<file path="src/bps_pkg.sv">
// ----------------------------------------------------------------------------
// bps_pkg
// Shared widths, register indexes, reset values and the register bundle type
// of the Blinn-Phong shader core.
// ----------------------------------------------------------------------------
package bps_pkg;

  // default fraction bits of the fixed-point format
  localparam int FRAC_BITS_DEF = 14;

  // field widths
  localparam int VEC_W      = 16;
  localparam int COL_W      = 15;
  localparam int SHIN_W     = 8;
  localparam int CFG_IDX_W  = 3;
  localparam int CFG_DATA_W = 16;

  // squared half-vector length and its root
  localparam int SQ_W  = 32;
  localparam int LEN_W = 16;

  // register indexes
  typedef enum logic [CFG_IDX_W-1:0] {
    REG_DIR_X     = 3'd0,
    REG_DIR_Y     = 3'd1,
    REG_DIR_Z     = 3'd2,
    REG_COL_R     = 3'd3,
    REG_COL_G     = 3'd4,
    REG_COL_B     = 3'd5,
    REG_SHININESS = 3'd6
  } reg_idx_t;

  // reset values
  localparam logic signed [VEC_W-1:0] RST_DIR_X = 16'sd0;
  localparam logic signed [VEC_W-1:0] RST_DIR_Y = -16'sd16384;
  localparam logic signed [VEC_W-1:0] RST_DIR_Z = 16'sd0;
  localparam logic [COL_W-1:0]        RST_COL   = 15'd16384;
  localparam logic [SHIN_W-1:0]       RST_SHIN  = 8'd16;

  // light setup as seen by the datapath
  typedef struct packed {
    logic signed [VEC_W-1:0] dir_x;
    logic signed [VEC_W-1:0] dir_y;
    logic signed [VEC_W-1:0] dir_z;
    logic [COL_W-1:0]        col_r;
    logic [COL_W-1:0]        col_g;
    logic [COL_W-1:0]        col_b;
    logic [SHIN_W-1:0]       shininess;
  } cfg_t;

endpackage

</file>
<file path="src/bps_if.sv">


interface bps_cfg_if import bps_pkg::*; ();
  logic                  valid;
  logic                  ready;
  logic [CFG_IDX_W-1:0]  index;
  logic [CFG_DATA_W-1:0] data;

  modport source (output valid, index, data, input ready);
  modport sink (input valid, index, data, output ready);
endinterface

</file>
<file path="src/bps_cfg_regs.sv">
// ----------------------------------------------------------------------------
// bps_cfg_regs
// Light direction, light color and shininess registers with their write port.
// ----------------------------------------------------------------------------
module bps_cfg_regs import bps_pkg::*; (
  input  logic      clk,
  input  logic      rst,
  bps_cfg_if.sink   cfg,
  output cfg_t      regs
);

  // writes are always taken
  assign cfg.ready = 1'b1;

  // register file
  always_ff @(posedge clk) begin
    if (rst) begin
      regs.dir_x     <= RST_DIR_X;
      regs.dir_y     <= RST_DIR_Y;
      regs.dir_z     <= RST_DIR_Z;
      regs.col_r     <= RST_COL;
      regs.col_g     <= RST_COL;
      regs.col_b     <= RST_COL;
      regs.shininess <= RST_SHIN;
    end else if (cfg.valid) begin
      case (cfg.index)
        REG_DIR_X:     regs.dir_x     <= cfg.data;
        REG_DIR_Y:     regs.dir_y     <= cfg.data;
        REG_DIR_Z:     regs.dir_z     <= cfg.data;
        REG_COL_R:     regs.col_r     <= cfg.data[COL_W-1:0];
        REG_COL_G:     regs.col_g     <= cfg.data[COL_W-1:0];
        REG_COL_B:     regs.col_b     <= cfg.data[COL_W-1:0];
        REG_SHININESS: regs.shininess <= cfg.data[SHIN_W-1:0];
        default: ;
      endcase
    end
  end

endmodule

</file>
<file path="src/flat_wrapper.sv">
// flat-port wrapper written by rule: the top's interface ports become plain ports
module bps_cfg_regs_flat import bps_pkg::*;
  (clk, rst, regs, cfg_valid, cfg_index, cfg_data, cfg_ready);
  bps_cfg_if cfg_i ();
  input  logic clk;
  input  logic rst;
  output cfg_t regs;
  input wire logic [$bits(cfg_i.valid)-1:0] cfg_valid;
  input wire logic [$bits(cfg_i.index)-1:0] cfg_index;
  input wire logic [$bits(cfg_i.data)-1:0] cfg_data;
  output wire logic [$bits(cfg_i.ready)-1:0] cfg_ready;
  assign cfg_i.valid = cfg_valid;
  assign cfg_i.index = cfg_index;
  assign cfg_i.data = cfg_data;
  assign cfg_ready = cfg_i.ready;
  bps_cfg_regs u_core (.clk(clk), .rst(rst), .cfg(cfg_i), .regs(regs));
endmodule
</file>
<file path="config.mk">
export PLATFORM = sky130hd
export DESIGN_NAME = bps_cfg_regs_flat
export DESIGN_NICKNAME = d
export VERILOG_FILES = /design/src/bps_pkg.sv /design/src/bps_if.sv /design/src/bps_cfg_regs.sv /design/src/flat_wrapper.sv
export SDC_FILE = /design/constraint.sdc
export NUM_CORES = 1
export LEC_CHECK = 0
export BUFFER_PORTS_ARGS = -buffer_cell sky130_fd_sc_hd__buf_2
export CAP_MARGIN = 15
export CELL_PAD_IN_SITES_DETAIL_PLACEMENT = 2
export CELL_PAD_IN_SITES_GLOBAL_PLACEMENT = 2
export CORE_ASPECT_RATIO = 0.9
export CORE_MARGIN = 3
export CORE_UTILIZATION = 31
export CTS_CLUSTER_SIZE = 25
export DETAILED_ROUTE_END_ITERATION = 8
export HOLD_SLACK_MARGIN = 0.15
export PLACE_DENSITY = 0.84
export SYNTH_ARGS = -nofsm -noshare
export SYNTH_HDL_FRONTEND = slang
export SYNTH_SLANG_ARGS = --single-unit
export TNS_END_PERCENT = 20
</file>
<file path="constraint.sdc">
create_clock -name clk -period 1.8 [get_ports clk]
set_input_delay 0.36 -clock clk [delete_from_list [all_inputs] [get_ports clk]]
set_output_delay 0.36 -clock clk [all_outputs]
set_load 0.1 [all_outputs]
</file>
# Word-level counts from Yosys, hierarchy flattened
# Index checks and enable logic that the tools add are counted.
# totals
reg_bits,101
elab_cells,21
# classes
eq_ne,6
reduce_logical,8
# ops
operator,count
2-bit AND reduction,7
3-bit == test (second input constant),3
3-bit by 2-bit == test with 1-bit output (second input constant),2
3-bit by 1-bit == test with 1-bit output (second input constant),1
3-bit logical NOT,1

# Logic depth before layout (Yosys ltp)
# depth
word_depth,2
mapped_depth,4
mapped_depth_nobuf,2

# Worst setup path before layout
# OpenSTA, ideal clock, no wires.
# synth_path
path_type,input to register
start,in cfg_index[1]
end,reg u_core.regs[90] (netlist name)
setup_time_ns,0.125
arrival_time_ns,1.284
required_time_ns,1.675
slack_ns,0.391
path_stages,4
n_path_buf,2
path_cell_list,or4b_1 -> buf_2 -> buf_6 -> mux2i_1
# synth_between
elab_chain_cells,2
# synth_rtl
item,line_no,rtl
from (decl),flat_wrapper.sv:9,input wire logic [$bits(cfg_i.index)-1:0] cfg_index;
3-bit logical NOT,bps_cfg_regs.sv:26,case (cfg.index)
2-bit AND reduction (no line),n/a,
# Every way passes these cells.
# A chain may end at the register's enable or synchronous reset.

# Final worst setup path
# layout_path
start,reg u_core.regs[90] (netlist name)
end,out regs[90] (netlist name)
# layout_lines
item,line_no,rtl
to (decl),flat_wrapper.sv:7,output cfg_t regs;
# No word-level cell between the ends.

==> impl_metrics.yaml <==
min_path:
  whs_path_depth: 3
  holdPathEnd: "u_core.regs[84]"
  worstHoldStart: "cfg_data[15]"
  hold_class: "in2reg"
placement:
  port_buffers: 122
  place_congestion: 0.724
  dp_cells: 623
  detailed_place_hpwl_um: 8690
finish:
  largest_reg_flops: 101
  layout.cells.non_filler: 638
  reg_top3: "u_core.regs: 101 flops"
  regMostFlops: "u_core.regs"
  n_antenna_cell: 0
  final_nets: 496
  fillerInstances: 1330
  drive_above_1_share_pct: 30.8
  syn2layout_area_growth_pct: 26.9
clock_network:
  h-tree-depth: 3
  clockRootBuffer: "clkbuf_16"
  clk_pin_slew_worst_paths_ns: 0.07
  worstSkewPairLatency_ns: 0.34
  postCtsSetupBuffers: 0
  cts.path.max_buffers: 2
  cts_buffers: 9
  cts.sinks: 101
  cts_tree: "yes"
  ctsHoldBuffers: 0
  post_cts_resized: 0
global_routing:
  antenna_found_initial: 0
  grt_busiest_layer: "met2"
  grt_pass1_wl_um: 18900
  use_met1_pct: 20.0
  grt_overflow: 0
  use_met2_pct: 29.4
  grt_max_degree: 74
  grt_pass1_vias: 3359
  grt.met3_usage_pct: 7.74
  grt_use_total_pct: 17.1
pwr:
  total_power_w: 0.00481
  power_density_nw_per_um2: 957
  vdd_drop_max_mv: 0.396
  p_leak_nw: 2.65
critical_path:
  cp_top_family: "buffers and inverters"
  slowest_stage: "buf_2"
  crit_fanout: 2
  max_stage_delay_ns: 0.45
  crit_arrival_ns: 1.17
  start_kind: "register"
  crit_chain: "buf_2"
  critPathKind: "reg2out"
  timing.rr.start: "u_core.regs[97]"
  rr_endpoint: "u_core.regs[97]"
  worst-r2r-setup-slack_ns: 1.13
  end_kind: "output port"
  crit_required_ns: 1.44
  rr_worst_depth: 2
  crit_buf_inv: 1
yosys:
  synth_top_flop_cell: "dfxtp_1"
  synth_top_family_by_area: "multiplexers"
  muxShareOfSynthArea_pct: 25.5
  synth_area_um2: 3970
  yosys.cell_count.top_type: "nand2b_1"
  synth.top_cell.area_share_pct: 51.0
  async_flop_share_pct: 0
  synth_fa_ha_area_share_pct: 0
  synth.net_count: 379
  ys_top_cells_by_count: "nand2b_1 (111), dfxtp_1 (101), mux2i_1 (101)"
  yosysWarnings: 0
  yosys.area_share.simple_pct: 20.4
  synth.ff_latch_count: 101
  synth.distinct_cells: 15
  synth_xor_area_share_pct: 0
  syn_avg_cell_area_um2: 11.1
  yosys.area.top_type: "dfxtp_1"
  synth-edff-count: 0
  synthTopCellsByArea: "dfxtp_1 (51%), mux2i_1 (25%), nand2b_1 (18%)"
  yosysSeqAreaShare_pct: 51.0
  synth-compound-area-share_pct: 0
  postSynthCellCount: 357
sta:
  slew_headroom_pct: 54.8
  fmax_ghz: 0.652
  tns_ns: 0
  final.min_clock_period_ns: 1.53
  setup_viol: 0
  worstMarginPinSlew_ns: 0.669
  grt_setup_unrepaired: "false"
  final_max_slew_viol_count: 0
  fin_skew_ns: 0
  period_share_pct: 85.2
  finalHoldViolations: 0
  whs_ns: 0.297
floorplan:
  die_y_um: 113
  row_count: 38
  core_area_um2: 12300
  initial_utilization_pct: 32.3
  die_area_um2: 14200
  boundaryPins: 124
  die_w_um: 125
detailed_routing:
  antenna_left: 0
  wl_um: 12000
  routedWlPerCell_um: 18.8
  viasPerCell: 4.72
  vias: 3013
  drc: 0
  dr.pass1.iters: 4
  drt_iter0_drc: 71
run:
  maxCapViolations: 0
outcome:
  run_status: "complete, no violations"
==> stage by stage <==
stage	utilization, %	setup WS (ns)	cell area [um^2]
after floorplan	-	0.391	3970
after global placement	38.8	0.280	4760
after detailed placement	38.8	0.251	4760
after CTS	41.0	0.256	5030
after global routing	41.0	0.232	5030
final	41.0	0.266	5030
==> logic make-up after synthesis <==
kind of cell | Yosys count
flip-flops | 101
multiplexers | 101
other | 1
AND/OR/NAND/NOR | 128
buffers and inverters | 26
==> cells in the final DEF, fill, tap and decap left out, types with 3 or more instances in the layout <==
| cell | Yosys | final |
|---|---|---|
| buf_2 | 10 | 122 |
| nand2b_1 | 111 | 111 |
| nor2_1 | 9 | 9 |
| nand4bb_1 | 3 | 3 |
| dfxtp_1 | 101 | 101 |
| buf_4 | 1 | 8 |
| clkbuf_16 | 0 | 9 |
| mux2i_1 | 101 | 101 |
==> cell type report <==
class | instances | area (um^2) | share of cell area (%)
clock buffer | 10 | 239 | 4.75
clock inverter | 5 | 37.5 | 0.746
multi-input combinational | 230 | 1820 | 36.2
tap | 160 | 200 | 3.98
sequential | 101 | 2020 | 40.2
timing repair buffer | 132 | 711 | 14.1
==> worst max-delay path by stage <==
stage	startpoint	end	slack, ns	cells past startpoint
after floorplan	cfg_index[1]	u_core.regs[90]	0.39	4
after global placement	cfg_index[1]	u_core.regs[90]	0.28	4
after detailed placement	cfg_index[1]	u_core.regs[92]	0.25	4
after CTS	u_core.regs[90]	regs[90]	0.26	1
after global routing	u_core.regs[5]	regs[5]	0.23	1
final	u_core.regs[90]	regs[90]	0.27	1
==> report_power, final <==
part,switching [W],internal [W]
Clock,0.000844,0.000970
Sequential,0.0000300,0.00228
Combinational,0.000533,0.000154
==> per-layer routing <==
layer | routed length, um | share of wire (%)
met5 | 0 | 0
met4 | 84 | 0.70
met3 | 952 | 7.9
met2 | 5940 | 49
met1 | 5030 | 42
No activity file was read; power rests on OpenSTA's default activity.
