### config.mk
export PLATFORM = sky130hd
export DESIGN_NAME = bps_isqrt
export DESIGN_NICKNAME = d
export VERILOG_FILES = /design/src/bps_pkg.sv /design/src/bps_isqrt.sv
export SDC_FILE = /design/constraint.sdc
export NUM_CORES = 1
export LEC_CHECK = 0
export BUFFER_PORTS_ARGS = -buffer_cell sky130_fd_sc_hd__buf_2
export CAP_MARGIN = 15
export CORE_MARGIN = 2
export CORE_UTILIZATION = 65
export CTS_BUF_LIST = sky130_fd_sc_hd__clkbuf_8
export CTS_CLUSTER_DIAMETER = 150
export DETAILED_ROUTE_END_ITERATION = 10
export GPL_TIMING_DRIVEN = 1
export HOLD_SLACK_MARGIN = 0.08
export PLACE_DENSITY = 0.88
export SLEW_MARGIN = 20
export SYNTH_ARGS = -nofsm -noshare
export SYNTH_HDL_FRONTEND = slang
export SYNTH_SLANG_ARGS = --single-unit
### constraint.sdc
create_clock -name clk -period 4.2 [get_ports clk]
set_input_delay 0 -clock clk [delete_from_list [all_inputs] [get_ports clk]]
set_output_delay 0 -clock clk [all_outputs]
set_load 0.02 [all_outputs]
### src/bps_pkg.sv
// ----------------------------------------------------------------------------
// bps_pkg
// Shared widths, register indexes, reset values and the register bundle type
// of the Blinn-Phong shader core.
// ----------------------------------------------------------------------------
package bps_pkg;

  // default fraction bits of the fixed-point format
  localparam int FRAC_BITS_DEF = 14;

  // field widths
  localparam int VEC_W      = 16;
  localparam int COL_W      = 15;
  localparam int SHIN_W     = 8;
  localparam int CFG_IDX_W  = 3;
  localparam int CFG_DATA_W = 16;

  // squared half-vector length and its root
  localparam int SQ_W  = 32;
  localparam int LEN_W = 16;

  // register indexes
  typedef enum logic [CFG_IDX_W-1:0] {
    REG_DIR_X     = 3'd0,
    REG_DIR_Y     = 3'd1,
    REG_DIR_Z     = 3'd2,
    REG_COL_R     = 3'd3,
    REG_COL_G     = 3'd4,
    REG_COL_B     = 3'd5,
    REG_SHININESS = 3'd6
  } reg_idx_t;

  // reset values
  localparam logic signed [VEC_W-1:0] RST_DIR_X = 16'sd0;
  localparam logic signed [VEC_W-1:0] RST_DIR_Y = -16'sd16384;
  localparam logic signed [VEC_W-1:0] RST_DIR_Z = 16'sd0;
  localparam logic [COL_W-1:0]        RST_COL   = 15'd16384;
  localparam logic [SHIN_W-1:0]       RST_SHIN  = 8'd16;

  // light setup as seen by the datapath
  typedef struct packed {
    logic signed [VEC_W-1:0] dir_x;
    logic signed [VEC_W-1:0] dir_y;
    logic signed [VEC_W-1:0] dir_z;
    logic [COL_W-1:0]        col_r;
    logic [COL_W-1:0]        col_g;
    logic [COL_W-1:0]        col_b;
    logic [SHIN_W-1:0]       shininess;
  } cfg_t;

endpackage

### src/bps_isqrt.sv
// ----------------------------------------------------------------------------
// bps_isqrt
// Pipelined integer square root, one result bit per stage, with sideband
// data carried alongside.
// ----------------------------------------------------------------------------
module bps_isqrt import bps_pkg::*; #(
  parameter type side_t = logic
) (
  input  logic             clk,
  input  logic             rst,
  input  logic             en,
  input  logic             in_vld,
  input  logic [SQ_W-1:0]  sq,
  input  side_t            in_side,
  output logic             out_vld,
  output logic [LEN_W-1:0] len,
  output side_t            out_side
);

  localparam int STEPS = SQ_W / 2;

  logic            vld_q  [STEPS];
  logic [SQ_W-1:0] rem_q  [STEPS];
  logic [SQ_W-1:0] res_q  [STEPS];
  side_t           side_q [STEPS];

  for (genvar i = 0; i < STEPS; i++) begin : g_step
    localparam logic [SQ_W-1:0] BIT = SQ_W'(1) << (SQ_W - 2 - 2 * i);
    logic            cur_vld;
    logic [SQ_W-1:0] cur_rem;
    logic [SQ_W-1:0] cur_res;
    logic [SQ_W-1:0] trial;
    side_t           cur_side;

    if (i == 0) begin : g_first
      assign cur_vld  = in_vld;
      assign cur_rem  = sq;
      assign cur_res  = '0;
      assign cur_side = in_side;
    end else begin : g_next
      assign cur_vld  = vld_q[i-1];
      assign cur_rem  = rem_q[i-1];
      assign cur_res  = res_q[i-1];
      assign cur_side = side_q[i-1];
    end

    assign trial = cur_res + BIT;

    // one restoring root step
    always_ff @(posedge clk) begin
      if (rst) begin
        vld_q[i] <= 1'b0;
      end else if (en) begin
        vld_q[i] <= cur_vld;
      end
      if (en) begin
        if (cur_rem >= trial) begin
          rem_q[i] <= cur_rem - trial;
          res_q[i] <= (cur_res >> 1) + BIT;
        end else begin
          rem_q[i] <= cur_rem;
          res_q[i] <= cur_res >> 1;
        end
        side_q[i] <= cur_side;
      end
    end
  end

  assign out_vld  = vld_q[STEPS-1];
  assign len      = res_q[STEPS-1][LEN_W-1:0];
  assign out_side = side_q[STEPS-1];

endmodule

# Yosys cells after proc, flatten, opt, wreduce, memory -nomap -nowiden
# Memory sizes are Yosys's and may differ from the RTL's.
# Index checks and enable logic that the tools add are counted.
[classes] n_addsub=46 n_lt_le_gt_ge=16 n_mux=150 bitwise=48
[ops] op="$mux 32" n=32
[ops] op="$ge 32x32->1" n=15
[ops] op="$sub 32x32->32" n=15
[ops] op="$mux 1" n=118
[ops] op="$or 1x1->1" n=48
[ops] op="$add 31x1->32 const B" n=1
[ops] op="$add 31x11->32 const B" n=1
[ops] op="$add 31x13->32 const B" n=1
[ops] op="$add 31x15->32 const B" n=1
[ops] op="$add 31x17->32 const B" n=1
[ops] op="$add 31x19->32 const B" n=1
[ops] op="$add 31x21->32 const B" n=1
[ops] op="$add 31x23->32 const B" n=1
[ops] op="$add 31x25->32 const B" n=1
[ops] op="$add 31x27->32 const B" n=1
[ops] op="$add 31x29->32 const B" n=1
[ops] op="$add 31x3->32 const B" n=1
[ops] op="$add 31x5->32 const B" n=1
[ops] op="$add 31x7->32 const B" n=1
[ops] op="$add 31x9->32 const B" n=1
[ops] op="$add 32x1->32 const B" n=1
[ops] op="$add 32x11->32 const B" n=1
[ops] op="$add 32x13->32 const B" n=1
[ops] op="$add 32x15->32 const B" n=1
[ops] op="13 further kinds" n=13
[word_totals] register_bits=0 ramBits=1056 wordCells=264 n_memories=4
[memory_table] memory="rem_q" depth=16 width=32 read_ports=15 rd_clocked_by_memory_dff=0 wr=16 line="bps_isqrt.sv:23" text="logic [SQ_W-1:0] rem_q [STEPS];"
[memory_table] memory="res_q" depth=16 width=32 read_ports=16 rd_clocked_by_memory_dff=0 wr=16 line="bps_isqrt.sv:24" text="logic [SQ_W-1:0] res_q [STEPS];"
[memory_table] memory="side_q" depth=16 width=1 read_ports=16 rd_clocked_by_memory_dff=0 wr=16 line="bps_isqrt.sv:25" text="side_t side_q [STEPS];"
[memory_table] memory="vld_q" depth=16 width=1 read_ports=16 rd_clocked_by_memory_dff=0 wr=16 line="bps_isqrt.sv:22" text="logic vld_q [STEPS];"

# Depth between registers and ports, before layout
# An unclocked memory read counts as a cell.
[logic_depth] ltp_word=7 depth_mapped=12 mapped_depth_nobuf=10

# Worst setup path after synthesis
# Ideal clock, no wire load.
[synth_timing] kind="register -> register" from="mem rem_q[11][19] (netlist: rem_q[1][115])" to="mem rem_q[12][25] (netlist: rem_q[1][153]) (data pin)" setup_time_ps=266 t_arrival_ps=2879 t_required_ps=3934 path_slack_ps=1055 path_stages_with_launch=9 path_buffers=0 path_cell_list="edfxtp_1 -> ha_1 -> or4_4 -> or4_4 -> or3_4 -> or4b_4 -> o211ai_2 -> nor3_1 -> xor2_1"
[synth_lines] element="from (decl)" line="bps_isqrt.sv:23"

==> run metrics <==
status complete, no violations; ys flop type edfxtp_1; Slew @ Worst Pin 1.01 ns; post-route cell area 0.0339 sq mm; routed vias/inst 6.38; CP Data Arrival Time 3.98 ns; Int Power 0.0114 W; Cell Pwr Density 478 mW/mm^2; skew final 0.0811 ns; area grow syn2layout 11.5%; clk root buf clkbuf_8; total grt overflow 0; largest fanout on the critical path 24; switch share 29.3%; final slew viol count 0; first-pass GRT wire length 111000 um; Antenna Nets Post-Route 0; Die W 220 um; FF-to-FF path depth 8; sequential fraction of the synthesis area 64.0%; CTS resizes 0; CTS Buffer Depth 3; RSZ-0062 raised after global routing false; Final setup viols 0; Fmax 0.280 GHz; Syn Nets 2534; Worst VDD drop 0.461 mV; Net Switching 0.00474 W; clock power share 31.1%; Yosys top cell by area edfxtp_1; clk sinks 648; I/O Pins 55; placed cell area 0.0313 sq mm; crit-path cells ha_1 > nor4b_1 > nand4b_1 > o2111a_1 > o21a_1 > a211oi_1 > nand2_1 > xnor2_1; maxcap violations 0; Synth async-reset ratio 0%; Post-CTS Setup Inserts 0; pin count of the biggest net entering global routing 134; vias in the first global route 20400; Tcrit/Tclk final 84.9%; GRT Util Overall 30.2%; Tightest Hold Check Type in2reg; initial antenna violation count 2; syn_area_per_cell 12.9 sq um; clk_lat worst skew 0.75 ns; Setup Crit Path Kind reg2reg; Worst-path clk slew 0.06 ns; area share of the largest cell type after synthesis 64.0%; Yosys reg bits 648; CTS Buf Count 99; Yosys warnings 0; Port Buf Inserts 54; DRC Markers 0; Sequential Power Share 53.0%; Synth Instances 2347; Post-synth EDFFs 648; final hold vios 0; Core Area 0.0464 sq mm; Post-CTS Hold Fix Bufs 70; Slew Limit Headroom 32.6%; minimum clock period 3.57 ns; Gate power share 15.9%; vias post-DR 20500; most frequent cell after synthesis edfxtp_1; initial DRC count 2073; HPWL after DPL 46100 um; Final #Nets 2719; Worst setup EP type flop; htree depth 3; most frequent cells after synthesis edfxtp_1 (648), inv_1 (182), ha_1 (150), nand2_1 (150), nor2_1 (137); cell leakage power 12.8 nW; die footprint 0.0485 sq mm; Overall Power 0.0162 W; drt total wl 73200 um; Syn Std Cell Area 0.0304 sq mm; worst hold stages 2; initial core utilization 65.6%; final setup TNS 0 ns; count of different cell masters after synthesis 77; Die Ht 220 um; synth top area cells edfxtp_1 (64%), ha_1 (6.2%), xor2_1 (3.2%); share of layout cells above drive strength 1 8.52%; Pre-antenna DRT Iters 6; GP Congestion 0.927; Worst setup SP type flop; CTS tree done; slowest library cell on the worst path a211oi_1; num rows 79; WP data required 4.62 ns; wire per inst 22.8 um; Worst path max stage delay 0.84 ns
power groups by stage:
stage / logic (W) / registers, W / clock network, W
2_1_floorplan: 0.00184 / 0.00845 / 0
3_3_place_gp: 0.00229 / 0.00863 / 0
3_5_place_dp: 0.00240 / 0.00867 / 0
4_1_cts: 0.00248 / 0.00855 / 0.00491
5_1_grt: 0.00282 / 0.00863 / 0.00532
6_report: 0.00257 / 0.00858 / 0.00503
path summary, 6_finish.rpt:
path	slack, ns	endpoint	start
setup / recovery	0.63	rem_q[1][119]	rem_q[1][74]
hold / removal	0.32	rem_q[1][24]	en
setup reg to reg	0.63	rem_q[1][119]	rem_q[1][74]
hold reg to reg	0.41	rem_q[1][101]	rem_q[1][69]
layout by cell type, fill, tap and decap left out, types with 7 or more instances in the layout:
cell,netlist,layout
a211oi_1,19,19
a21o_1,24,24
xnor2_1,84,84
clkinv_2,0,10
nor2b_1,20,20
xor2_1,112,112
nand2_1,150,150
nor2_1,137,137
clkbuf_8,0,99
and2_1,21,21
o31ai_1,21,21
a21oi_1,113,113
or4_1,10,10
nand2b_1,31,31
nand4_1,26,26
a31oi_1,8,8
nor4_1,80,80
buf_2,0,53
or3_1,21,21
mux2_2,9,9
nor3_1,65,65
o21ai_0,126,126
nor4b_1,32,32
buf_4,0,11
and3_1,7,7
edfxtp_1,648,648
o21a_1,25,25
dlygate4sd3_1,0,70
a21boi_0,10,10
o211ai_1,17,17
ha_1,150,150
inv_1,182,208
clkinv_1,0,30
nand3_1,29,29
or2_2,8,8
routing by layer:
metal | part of all wire, % | track usage, %
met1 | 35 | 34.1
met2 | 51 | 53.1
met3 | 7.2 | 5.36
met4 | 6.7 | 19.4
met5 | 0 | 0
flip-flops by register name (all words and copies together) (netlist names):
signal,flops
vld_q,16
side_q,16
rem_q,480
res_q,136
kinds of logic after synthesis:
group | Yosys count | synth area share [%]
AND/OR/NAND/NOR | 676 | 11.9
buffers and inverters | 235 | 2.95
flip-flops | 648 | 64.0
XOR/XNOR | 196 | 5.65
multiplexers | 14 | 0.498
AO/OA/AOI/OAI | 428 | 8.80
adder cells (fa/ha/maj) | 150 | 6.18
per-stage QoR:
step | setup slack (ns) | std cells | util (%) | hold slack (ns)
floorplan | 1.05 | 2347 | - | 0.0989
global placement | 0.818 | 2968 | 67.6 | 0.179
detailed placement | 0.689 | 2968 | 67.6 | 0.185
CTS | 0.672 | 3212 | 73.0 | 0.238
global route | 0.461 | 3214 | 73.1 | 0.306
finish | 0.634 | 3214 | 73.1 | 0.324
area by class of cell:
type / count / area, sq um
flip-flops and latches: 648 / 19500
fillers: 2696 / 12500
multi-input cells: 1464 / 10000
clock buffers: 99 / 1360
repair buffers: 137 / 1100
well taps: 607 / 759
inverters: 182 / 683
clock inverters: 75 / 455
diodes: 2 / 5.00
critical path, delay by kind of cell (launching register included):
| kind | cells | cell delay (ns) |
|---|---|---|
| xor gates and xnor gates | 1 | 0.16 |
| AOI/OAI and AO/OA | 3 | 1.55 |
| adders and majority gates | 1 | 0.39 |
| and+or+nand+nor | 3 | 0.80 |
| DFF | 1 | 0.40 |
Power figures use the tool's default switching activity.
