[src/bps_pkg.sv]
// ----------------------------------------------------------------------------
// bps_pkg
// Shared widths, register indexes, reset values and the register bundle type
// of the Blinn-Phong shader core.
// ----------------------------------------------------------------------------
package bps_pkg;

  // default fraction bits of the fixed-point format
  localparam int FRAC_BITS_DEF = 14;

  // field widths
  localparam int VEC_W      = 16;
  localparam int COL_W      = 15;
  localparam int SHIN_W     = 8;
  localparam int CFG_IDX_W  = 3;
  localparam int CFG_DATA_W = 16;

  // squared half-vector length and its root
  localparam int SQ_W  = 32;
  localparam int LEN_W = 16;

  // register indexes
  typedef enum logic [CFG_IDX_W-1:0] {
    REG_DIR_X     = 3'd0,
    REG_DIR_Y     = 3'd1,
    REG_DIR_Z     = 3'd2,
    REG_COL_R     = 3'd3,
    REG_COL_G     = 3'd4,
    REG_COL_B     = 3'd5,
    REG_SHININESS = 3'd6
  } reg_idx_t;

  // reset values
  localparam logic signed [VEC_W-1:0] RST_DIR_X = 16'sd0;
  localparam logic signed [VEC_W-1:0] RST_DIR_Y = -16'sd16384;
  localparam logic signed [VEC_W-1:0] RST_DIR_Z = 16'sd0;
  localparam logic [COL_W-1:0]        RST_COL   = 15'd16384;
  localparam logic [SHIN_W-1:0]       RST_SHIN  = 8'd16;

  // light setup as seen by the datapath
  typedef struct packed {
    logic signed [VEC_W-1:0] dir_x;
    logic signed [VEC_W-1:0] dir_y;
    logic signed [VEC_W-1:0] dir_z;
    logic [COL_W-1:0]        col_r;
    logic [COL_W-1:0]        col_g;
    logic [COL_W-1:0]        col_b;
    logic [SHIN_W-1:0]       shininess;
  } cfg_t;

endpackage

[src/bps_div.sv]
// ----------------------------------------------------------------------------
// bps_div
// Three-lane pipelined divider normalizing the half vector: each lane forms
// (|h| << F) / len one quotient bit per stage, restores the sign, 0 if len=0.
// ----------------------------------------------------------------------------
module bps_div import bps_pkg::*; #(
  parameter int  FRAC_BITS = FRAC_BITS_DEF,
  parameter type side_t    = logic
) (
  input  logic                          clk,
  input  logic                          rst,
  input  logic                          en,
  input  logic                          in_vld,
  input  logic [2:0][COL_W-1:0]         mag,
  input  logic [2:0]                    neg,
  input  logic [LEN_W-1:0]              len,
  input  side_t                         in_side,
  output logic                          out_vld,
  output logic [2:0][FRAC_BITS+1:0]     hn,
  output side_t                         out_side
);

  localparam int F     = FRAC_BITS;
  localparam int STEPS = F + 1;
  localparam int QW    = F + 1;
  localparam int HNW   = F + 2;
  localparam int RW    = LEN_W + F;

  logic             vld_q  [STEPS];
  logic [RW-1:0]    rem_q  [STEPS][3];
  logic [QW-1:0]    q_q    [STEPS][3];
  logic [2:0]       neg_q  [STEPS];
  logic [LEN_W-1:0] len_q  [STEPS];
  side_t            side_q [STEPS];

  for (genvar j = 0; j < STEPS; j++) begin : g_step
    localparam int K = F - j;
    logic             cur_vld;
    logic [2:0]       cur_neg;
    logic [LEN_W-1:0] cur_len;
    side_t            cur_side;
    logic [RW-1:0]    trial;

    if (j == 0) begin : g_first
      assign cur_vld  = in_vld;
      assign cur_neg  = neg;
      assign cur_len  = len;
      assign cur_side = in_side;
    end else begin : g_next
      assign cur_vld  = vld_q[j-1];
      assign cur_neg  = neg_q[j-1];
      assign cur_len  = len_q[j-1];
      assign cur_side = side_q[j-1];
    end

    assign trial = RW'(cur_len) << K;

    // control and sideband
    always_ff @(posedge clk) begin
      if (rst) begin
        vld_q[j] <= 1'b0;
      end else if (en) begin
        vld_q[j] <= cur_vld;
      end
      if (en) begin
        neg_q[j]  <= cur_neg;
        len_q[j]  <= cur_len;
        side_q[j] <= cur_side;
      end
    end

    for (genvar l = 0; l < 3; l++) begin : g_lane
      logic [RW-1:0] cur_rem;
      logic [QW-1:0] cur_q;

      if (j == 0) begin : g_first
        assign cur_rem = RW'({mag[l], {F{1'b0}}});
        assign cur_q   = '0;
      end else begin : g_next
        assign cur_rem = rem_q[j-1][l];
        assign cur_q   = q_q[j-1][l];
      end

      // one restoring division step
      always_ff @(posedge clk) begin
        if (en) begin
          if (cur_rem >= trial) begin
            rem_q[j][l] <= cur_rem - trial;
            q_q[j][l]   <= cur_q | (QW'(1) << K);
          end else begin
            rem_q[j][l] <= cur_rem;
            q_q[j][l]   <= cur_q;
          end
        end
      end
    end
  end

  // sign and zero-length handling
  always_comb begin
    for (int l = 0; l < 3; l++) begin
      if (len_q[STEPS-1] == '0) begin
        hn[l] = '0;
      end else if (neg_q[STEPS-1][l]) begin
        hn[l] = HNW'(0) - HNW'(q_q[STEPS-1][l]);
      end else begin
        hn[l] = HNW'(q_q[STEPS-1][l]);
      end
    end
  end

  assign out_vld  = vld_q[STEPS-1];
  assign out_side = side_q[STEPS-1];

endmodule

[config.mk]
export PLATFORM = sky130hd
export DESIGN_NAME = bps_div
export DESIGN_NICKNAME = d
export VERILOG_FILES = /design/src/bps_pkg.sv /design/src/bps_div.sv
export SDC_FILE = /design/constraint.sdc
export NUM_CORES = 2
export LEC_CHECK = 0
export BUFFER_PORTS_ARGS = -buffer_cell sky130_fd_sc_hd__buf_2
export CELL_PAD_IN_SITES_DETAIL_PLACEMENT = 1
export CELL_PAD_IN_SITES_GLOBAL_PLACEMENT = 1
export CORE_MARGIN = 5
export CORE_UTILIZATION = 33
export CTS_BUF_LIST = sky130_fd_sc_hd__clkbuf_8 sky130_fd_sc_hd__clkbuf_16
export DETAILED_ROUTE_END_ITERATION = 12
export GPL_ROUTABILITY_DRIVEN = 1
export GPL_TIMING_DRIVEN = 0
export HOLD_SLACK_MARGIN = 0.12
export PLACE_DENSITY_LB_ADDON = 0.1
export SLEW_MARGIN = 30
export SYNTH_ARGS = -nofsm -noshare
export SYNTH_HDL_FRONTEND = slang
export SYNTH_SLANG_ARGS = --single-unit
[constraint.sdc]
create_clock -name clk -period 4 [get_ports clk]
set_input_delay 0.8 -clock clk [delete_from_list [all_inputs] [get_ports clk]]
set_output_delay 0.8 -clock clk [all_outputs]
set_load 0.1 [all_outputs]
## Yosys cells after proc, flatten, opt, wreduce, memory -nomap -nowiden

Memories as Yosys holds them, arrays and structs flattened.
Cells that the tools add are included.

- Add/subtract/negate cells: 48
- $lt $le $gt $ge: 45
- Multiplexer cells: 387
- Bitwise operators: 105
- Reductions and logical operators: 1

Operator list:

| operator | number |
|---|---|
| 2-to-1 mux 30 bit | 45 |
| 2-to-1 mux 15 bit | 45 |
| 2-to-1 mux 1 bit | 291 |
| OR 1 bit | 105 |
| 2-to-1 mux 16 bit | 6 |
| >= comparator 29 x 30 -> 1 bit | 3 |
| >= comparator 30 x 16 -> 1 bit | 3 |
| >= comparator 30 x 17 -> 1 bit | 3 |
| >= comparator 30 x 18 -> 1 bit | 3 |
| >= comparator 30 x 19 -> 1 bit | 3 |
| >= comparator 30 x 20 -> 1 bit | 3 |
| >= comparator 30 x 21 -> 1 bit | 3 |
| >= comparator 30 x 22 -> 1 bit | 3 |
| >= comparator 30 x 23 -> 1 bit | 3 |
| >= comparator 30 x 24 -> 1 bit | 3 |
| >= comparator 30 x 25 -> 1 bit | 3 |
| >= comparator 30 x 26 -> 1 bit | 3 |
| >= comparator 30 x 27 -> 1 bit | 3 |
| >= comparator 30 x 28 -> 1 bit | 3 |
| >= comparator 30 x 29 -> 1 bit | 3 |
| subtractor 29 x 30 -> 30 bit | 3 |
| subtractor 30 x 16 -> 30 bit | 3 |
| subtractor 30 x 17 -> 30 bit | 3 |
| subtractor 30 x 18 -> 30 bit | 3 |
| other kinds (13) | 37 |

- Bits in registers: 0
- RAM bits: 2340
- Memories: 6

Memories:

| name | words | width | read ports | clocked after Yosys merged registers in | write ports | RTL line | source |
|---|---|---|---|---|---|---|---|
| rem_q | 15 | 90 | 14 | 0 | 15 | bps_div.sv:30 | `logic [RW-1:0] rem_q [STEPS][3];` |
| q_q | 15 | 45 | 15 | 0 | 15 | bps_div.sv:31 | `logic [QW-1:0] q_q [STEPS][3];` |
| len_q | 15 | 16 | 15 | 0 | 15 | bps_div.sv:33 | `logic [LEN_W-1:0] len_q [STEPS];` |
| neg_q | 15 | 3 | 15 | 0 | 15 | bps_div.sv:32 | `logic [2:0] neg_q [STEPS];` |
| side_q | 15 | 1 | 15 | 0 | 15 | bps_div.sv:34 | `side_t side_q [STEPS];` |
| vld_q | 15 | 1 | 15 | 0 | 15 | bps_div.sv:29 | `logic vld_q [STEPS];` |

## Logic depth before layout (Yosys ltp)

An unclocked memory read counts as a cell.

- Word-level depth: 6
- Mapped depth: 14
- Gate-level depth less buffers: 12

## Worst setup path after synthesis

OpenSTA, ideal clock, no wires.

- Path kind: register to output
- From: memory q_q[1][285] (netlist name)
- To: output port hn[30] (netlist name)
- Data arrival time: 3.258 ns
- Required time: 3.200 ns
- Slack: -0.058 ns
- Stages on the path, launching flop included: 10
- Path buffers: 0
- Cells stage by stage: edfxtp_1 inv_1 ha_1 nand2_1 or3_1 or3_1 or4_1 o21ai_0 xor2_1 nor2_1

RTL lines:

| item | RTL line | source |
|---|---|---|
| start: declaration | bps_div.sv:31 |  |
| end: declaration | bps_div.sv:19 | `output logic [2:0][FRAC_BITS+1:0] hn,` |

==> reports/qor.yml <==
outcome:
  status: "finished, violations left"
  violations: "setup timing"
timing:
  fin_ws_ns: -0.286
  timing.fmax_ghz: 0.233
  period_needed_ns: 4.29
  setup_violations: 12
  skew_ns: 0.0991
  finalHoldViolations: 0
  hold_ws_ns: 0.226
  worst_pin_slew_ns: 0.910
  relSlewSlack: 0.385
  rsz0062_at_grt: "yes"
  fin_crit_sh: 1.07
  report.final.slew_viol_count: 0
floorplanning:
  dieArea_um2: 304000
  fp.dieH_um: 551
  rows: 198
  core_um2: 291000
  die_w_um: 551
  io_pins: 119
  initial_core_util: 0.332
clock_network:
  numClockSinks: 1620
  cts_made_buffers: 195
  clockBufferDepth: 4
  clkTransAtPathRegs_ns: 0.06
  cts_root_buf: "clkbuf_16"
  cts_max_level: 4
  worstSkewPairLatency_ns: 0.91
  cts_tree: "yes"
finish:
  final_area_um2: 111000
  seq_area_um2: 48600
  nets: 10100
  syn_to_final_growth_pct: 15.1
  multi_input_area_um2: 45900
  utilization: 0.382
  fillCellCount: 32000
  drive_gt1_frac: 0.105
synth:
  synth_seq_cells: 1620
  synth-edff-count: 1620
  synth_cells: 8880
  synth_top_cell_area_share: 0.503
  yosysTopAreaCell: "edfxtp_1"
  ys_warn_count: 0
  syn_nets: 9708
  yosysSeqAreaShare: 0.503
  synthArstFlopShare: 0
  synth_cell_types: 110
  synth_flop_cell: "edfxtp_1"
  netlist_area_um2: 96700
  synth_area_leaders: "edfxtp_1, ha_1, xor2_1"
  syn_avg_cell_area_um2: 10.9
routing:
  routed.top_layer: "met5"
  wirelength_um: 328000
  wl_met3_um: 8390
  remaining_drc_errors: 0
  dr.pass1.iters: 5
  drt.antenna.violating_nets: 0
  wl_met2_um: 167000
  wl_met1_um: 139000
  wl_per_cell_um: 24.5
  first_iter_violations: 3515
  via_per_inst: 5.24
  via_count: 70000
power_and_ir_drop:
  p_clk_frac: 0.237
  seqPwrFrac: 0.371
  peakVddDrop_mv: 0.379
  p_leak_nw: 42.1
  switchingPower_mw: 28.5
  power.share.switching: 0.375
  internal_power_mw: 47.6
  power_mw: 76.1
  pwr-share-comb: 0.391
  powerDensity_nw_per_um2: 684
grt:
  grt.overflow.total: 0
  track_usage: 0.211
  grt_max_degree: 78
  grt_pass1_wl_um: 484000
  antenna_found_initial: 7
  grt_pass1_vias: 73900
worst_setup_path:
  cp_max_fo: 3
  critPathTopFamily: "simple AND/OR/NAND/NOR gates"
  r2r_start: "len_q[0][18]$_DFFE_PP_"
  crit_type: "flip-flop to output port"
  max_stage_delay_ns: 0.46
  critical_path_depth: 10
  worstPathRequired_ns: 3.20
  crit_chain: "inv_2 -> ha_4 -> nand2_2 -> or3_4 -> or3_4 -> or4_4 -> o21ai_4 -> xor2_2 -> nor2_2 -> buf_12"
  cp_num_buf_inv: 2
  reg2reg_slack_ns: 0.14
  crit_path_end_kind: "output port"
  cp_slowest_cell: "edfxtp_1"
  arrival_ns: 3.49
  critPathMostFrequentCell: "or3_4"
  cp-start-kind: "flip-flop"
  worst-r2r-cell-count: 12
  r2r_end: "rem_q[0][233]$_DFFE_PP_"
run:
  max_cap_violations: 0
placed_design:
  dp_hpwl_um: 267000
  pre_cts_ws_ns: -3.27
  place_congestion: 0.873
  port_buffers: 118
  placed_area_um2: 103000
min_path:
  hp-start: "mag[10]"
  hold_end: "rem_q[0][84]$_DFFE_PP_"
  worstHoldPathCells: 3
  hp-class: "input port to flip-flop"
power groups by stage:
stage | Clock [mW] | Combinational [mW] | Sequential [mW]
after global routing | 19.4 | 33.0 | 28.7
after floorplan | 0 | 21.5 | 26.8
final | 18.1 | 29.8 | 28.3
after global placement | 0 | 28.9 | 28.7
after detailed placement | 0 | 29.4 | 28.6
after CTS | 18.7 | 29.8 | 28.3
through the flow:
step / instances / setup TNS [ns]
floorplan: 8880 / 0
global placement: 12900 / -
detailed placement: 12900 / -4359.01
CTS: 13300 / -2.18
global route: 13400 / -3.72
finish: 13400 / -1.47
worst max path at each step:
stage,startpoint,end,slack (ns)
final,q_q[1][285]$_SDFFCE_PN1P_,hn[30],-0.29
after global routing,q_q[1][286]$_DFFE_PP_,hn[29],-0.42
after CTS,q_q[1][286]$_DFFE_PP_,hn[29],-0.38
after detailed placement,en,rem_q[0][136]$_DFFE_PP_,-3.27
after global placement,en,rem_q[0][343]$_DFFE_PP_,-11.43
after floorplan,q_q[1][286]$_DFFE_PP_,hn[29],0.09
area by class of cell:
| class | instances | area share |
|---|---|---|
| flip-flops and latches | 1620 | 0.437 |
| multi-input cells | 6556 | 0.413 |
| clock buffers | 197 | 0.0443 |
| well taps | 3900 | 0.0439 |
| repair buffers | 234 | 0.0205 |
| inverters | 466 | 0.0161 |
| clock inverters | 157 | 0.0141 |
| plain buffers | 236 | 0.0110 |
| diodes | 7 | 0.000157 |
metal layers:
metal / vias up / GRT usage
li1: 33800 / -
met2: 906 / 0.386
met3: 468 / 0.0211
met5: - / 0
met1: 34800 / 0.257
met4: 2 / 0.0742
state kept, by name, summed over array words and instances, names as in the netlist:
signal	count
side_q	15
rem_q	945
q_q	360
vld_q	15
neg_q	45
len_q	240
synthesized netlist by cell type (21+ instances only):
library cell / count
nand4_1: 107
o21bai_1: 71
fa_1: 42
o31ai_1: 61
nor3_1: 211
o21ai_0: 658
a31o_2: 21
inv_1: 464
mux2_2: 134
clkbuf_1: 192
nor2_1: 634
or2_2: 33
nor3b_1: 25
a21oi_1: 576
xnor2_1: 391
and2_1: 57
and3_1: 50
o31a_1: 24
o21a_1: 100
buf_2: 30
nor4_1: 104
nand2_1: 754
o211ai_1: 46
nand2b_1: 135
a21boi_0: 29
or4_1: 38
xor2_1: 397
a31oi_1: 65
or3_1: 94
a211oi_1: 57
a21o_1: 249
nor2b_1: 143
edfxtp_1: 1620
ha_1: 717
nand3_1: 166
nand3b_1: 28
kinds of logic after synthesis:
group / count (synthesis) / share of synthesized area
mux: 155 / 0.0180
buf+inv: 704 / 0.0283
fa+ha+maj: 759 / 0.102
simple gates: 2674 / 0.137
xor+xnor: 788 / 0.0714
compound gates: 2180 / 0.141
flops: 1620 / 0.503
tightest hold or removal path, cell delays in order:
cell and delay (ns):
buf_2 0.10, nand2_1 0.04, o21ai_0 0.06
layout by cell type (no fill, tap or decap), drive strengths merged, types with 107 or more instances in the layout:
cell / synthesis / final
a21o: 249 / 249
edfxtp: 1620 / 1620
inv: 465 / 496
buf: 45 / 254
nand2b: 135 / 135
nor3: 211 / 211
mux2: 138 / 138
xor2: 397 / 397
xnor2: 391 / 391
nor4: 108 / 108
o21ai: 677 / 677
clkbuf: 193 / 393
nor2: 634 / 634
a21oi: 577 / 577
nand3: 170 / 170
nand2: 755 / 755
nor2b: 143 / 143
ha: 717 / 717
nand4: 107 / 107
repair_timing:
action | CTS | global route
hold buffers | 18 | 0
endpoints found under the hold margin | 18 | 0
pin swaps | 15 | 21
buffers inserted | 33 | 31
setup endpoints to repair | 2131 | 296
resized for setup | 177 | 127
gates cloned | 2 | 0
Power figures use the tool's default switching activity.
